[src/rtl/mptm_ram.sv]
module mptm_ram #(
    parameter int WIDTH = 8,
    parameter int DEPTH = 16
) (
    input  logic                     aclk,
    input  logic                     we,
    input  logic [$clog2(DEPTH)-1:0] waddr,
    input  logic [WIDTH-1:0]         wdata,
    input  logic [$clog2(DEPTH)-1:0] raddr,
    output logic [WIDTH-1:0]         rdata
);
    logic [WIDTH-1:0] mem [DEPTH];

    // One write port, one registered read port
    always_ff @(posedge aclk) begin
        if (we) mem[waddr] <= wdata;
        rdata <= mem[raddr];
    end
endmodule

[config.mk]
export PLATFORM = sky130hd
export DESIGN_NAME = mptm_ram
export DESIGN_NICKNAME = d
export VERILOG_FILES = /design/src/rtl/mptm_ram.sv
export SDC_FILE = /design/constraint.sdc
export NUM_CORES = 1
export LEC_CHECK = 0
export BUFFER_PORTS_ARGS = -buffer_cell sky130_fd_sc_hd__buf_2
export CAP_MARGIN = 20
export CORE_UTILIZATION = 45
export CTS_CLUSTER_SIZE = 30
export DETAILED_ROUTE_END_ITERATION = 8
export GPL_ROUTABILITY_DRIVEN = 0
export HOLD_SLACK_MARGIN = 0.1
export PLACE_DENSITY = 0.73
export SYNTH_ARGS = -nofsm -noshare
export SYNTH_HDL_FRONTEND = slang
export SYNTH_SLANG_ARGS = --single-unit
[constraint.sdc]
create_clock -name aclk -period 2.3 [get_ports aclk]
set_clock_uncertainty 0.05 [all_clocks]
set_input_delay 0.115 -clock aclk [delete_from_list [all_inputs] [get_ports aclk]]
set_output_delay 0.115 -clock aclk [all_outputs]
set_load 0.02 [all_outputs]
# Word-level counts from Yosys, hierarchy flattened
# Memories as Yosys holds them, arrays and structs flattened. A register that Yosys moved wholly into a read port is not among the register bits.
# Cells that the tools add are included.
# word_totals
mem_bits_ro	0
n_memories	1
out_inout_bits	8
reg_bits	0
inputBits	18
mem_bits_rw	128
elab_cells	3
latchBits	0
# mem_list
memory	depth	width	rd	rd_clocked_by_memory_dff	write_ports	line	text
mem	16	8	1	1	1	12	logic [WIDTH-1:0] mem [DEPTH];
# classes
reduce_logical	0
shift	0
n_bitwise	0
div	0
mul	0
muxes	2
addsub	0
order_cmp	0
eq_ne	0
# ops
cell	count
1-bit 2-to-1 mux	2

# Logic depth before layout (Yosys ltp)
# logic_depth
word_depth	2
depth_mapped	5
depth_no_buf	3

# Worst setup path before layout
# OpenSTA, ideal clock, no wires.
# synth_timing
path_type	input port to flip-flop
startpoint	in waddr[2]
endpoint	mem mem[0][0] (enable)
path_buffers	0
t_required_ps	1867
cell_stages	2
path_slack_ps	642
setup_ps	383
arrival_time_ps	1225
cell_sequence	or3b_2 -> nor3_1
# synth_rtl
item	line	text
start, declared	7	input logic [$clog2(DEPTH)-1:0] waddr,
end, declared	12	
# No word-level cell before the write port.

==> summary.txt <==
Synthesis
  – Top post-synthesis cells by count: edfxtp_1, mux4_2, a22oi_1
  – EDFF count, synth: 128
  – YS warnings: 0
  – Synthesis-stage register bit count: 136
  – Seq/Total Area, Yosys: 77.8%
  – Ys flop type: edfxtp_1
  – Synthesized net count: 247
  – Mapped Area: 5150 sq um
  – Mapped Cells: 229
  – Most common cell in the synthesized netlist: edfxtp_1
  – Async S/R FF share, synth: 0%
  – Yosys cell types: 19
  – Synthesized area per cell: 22.5 sq um
  – Cell accounting for the most synthesized area: edfxtp_1
  – Top post-synthesis cells by area: edfxtp_1, mux4_2, mux4_1
  – Top-area cell type share of the netlist area: 74.7%

STA
  – Final hold viol count: 0
  – Slew Limit Fails: 0
  – Max_slew headroom: 52.0%
  – Final worst path period share: 64.7%
  – TNS Setup: 0 ps
  – Max Freq: 672 MHz
  – Final critical-path required period: 1490 ps
  – Final setup fails: 0
  – Fin Hold WS: 222 ps
  – Worst-margin pin slew: 719 ps
  – RSZ-0062 raised after global routing: false

Outcome
  – Status: completed

Power
  – Leak: 2.12 nW
  – Pwr Density: 907 nW/um^2
  – VDD IR max: 0.462 mV

Floorplan
  – Starting Density: 46.9%
  – Core Box Area: 11,000 sq um
  – Row cnt: 38
  – Die Y-Extent: 109 microns
  – Chip width: 109 microns
  – Die Area: 11,900 sq um
  – Top-Level Pins: 26

Cells and area
  – Area grow syn2layout: 20.2%
  – Number of nets in the layout: 308
  – ANT cells: 0
  – Share of cells above drive strength 1: 29.4%

Clock tree
  – Setup bufs post-CTS: 0
  – Clock sinks: 136
  – CTS root buf: clkbuf_16
  – H-tree depth: 4
  – CTS Buf Count: 17
  – Max clock buf depth: 2
  – TritonCTS clock tree: built
  – Reg clk slew, reported paths: 50 ps
  – Clock latency at the later pin of the worst-skew pair: 410 ps

Critical path
  – R2r setup slk: 810 ps
  – Worst Path Max Fanout: 1
  – R2R cell count: 3
  – Crit end category: register
  – WP data required: 2540 ps
  – Critical path type: register to register
  – Worst EP arrival: 1730 ps
  – Worst r2r src: mem[2][2]$_DFFE_PP_
  – Reg-to-reg endpoint: rdata[2]$_DFF_P_
  – CP Launch Type: register

GRT
  – Gr usage total: 18.0%
  – GRT overflow: 0
  – Antenna violations before repair: 0
  – Vias in the first global route: 2,543
  – Largest net degree at the start of global routing: 19
  – First-pass GRT wire length: 14,500 microns

Routing
  – Average wire per standard cell: 21.0 microns
  – 1st-pass router iterations: 4
  – Antenna violation net count after detailed routing: 0
  – Routed vias: 2,430
  – Drt total wl: 9300 microns
  – Via density: 5.49
  – # DRC: 0
  – DRT iter0 DRCs: 199

Placed design
  – Buffers on Ports: 25
  – Final HPWL DP: 6030 microns

Run
  – Max Cap Viol: 0

Min path
  – Hold Path Cell Cnt: 3
  – Worst Hold Class: input port to register
  – Hold_sp: waddr[0]
  – Hold EP: mem[0][6]$_DFFE_PP_
cell families after synthesis:
logic type | synth area share, %
buffers and inverters | 1.68
AND/OR/NAND/NOR | 3.18
flip-flops | 77.8
multiplexers | 15.0
AO/OA/AOI/OAI | 2.33
worst max path at each step:
stage | to | start | slack [ps]
2_1_floorplan | mem[0][0]$_DFFE_PP_ | waddr[2] | 640
3_3_place_gp | rdata[2]$_DFF_P_ | raddr[0] | 530
3_5_place_dp | rdata[2]$_DFF_P_ | raddr[0] | 480
4_1_cts | rdata[2]$_DFF_P_ | mem[2][2]$_DFFE_PP_ | 820
5_1_grt | rdata[2]$_DFF_P_ | mem[2][2]$_DFFE_PP_ | 780
6_report | rdata[2]$_DFF_P_ | mem[2][2]$_DFFE_PP_ | 810
registers in the layout, indices dropped and copies added (netlist names):
register  count
mem         128
rdata         8
worst max-delay path: stages, from the launching register on:
cell      delay [ps]
edfxtp_1         370
mux4_1           540
a22oi_1          320
nand2_1           90
cells in the final DEF (no fill, tap or decap), drive strengths merged:
cell type / n
nor3: 4
bufinv: 2
nor2b: 1
nand3: 1
and2b: 1
and2: 1
nand2: 9
dfxtp: 8
or3b: 1
a22oi: 16
clkbuf: 20
nand3b: 2
edfxtp: 128
dlygate4sd3: 8
nor2: 13
mux4: 32
buf: 44
clkinv: 10
nand2b: 2
routing by layer:
metal	part of all wire, %	track usage, %	vias up
met5	0	0	-
met4	1.8	7.34	0
met3	5.3	5.44	16
met2	53	30.6	73
met1	40	21.3	1243
li1	-	-	1098
through the flow:
stage                     power [mW]  instance area (sq um)  util, %  cells  worst slack [ps]
after floorplan                 3.00                   5150        -    229               642
after global placement          3.10                   5540     50.5    403               529
after detailed placement        3.11                   5540     50.5    403               484
after CTS                       5.66                   6190     56.3    443               825
after global routing            5.78                   6190     56.3    443               778
final                           5.61                   6190     56.3    443               811
final cells by class:
class	instances	area, sq um
Clock inverter	12	108
Clock buffer	20	457
Timing Repair Buffer	52	385
Tap cell	140	175
Fill cell	766	4800
Multi-Input combinational cell	83	1060
Sequential cell	136	4000
what timing repair did:
| action | CTS | global route |
|---|---|---|
| endpoints found under the hold margin | 128 | 0 |
| hold buffers | 8 | 0 |
| gates resized for setup | 0 | 0 |
report_power, final:
part | switching, mW | internal (mW) | leakage (nW) | total, mW
sequential | 0.0145 | 2.77 | 1.22 | 2.79
combinational | 0.159 | 0.123 | 0.618 | 0.282
clock | 0.916 | 1.62 | 0.281 | 2.54
(Power assumes the default switching activity.)
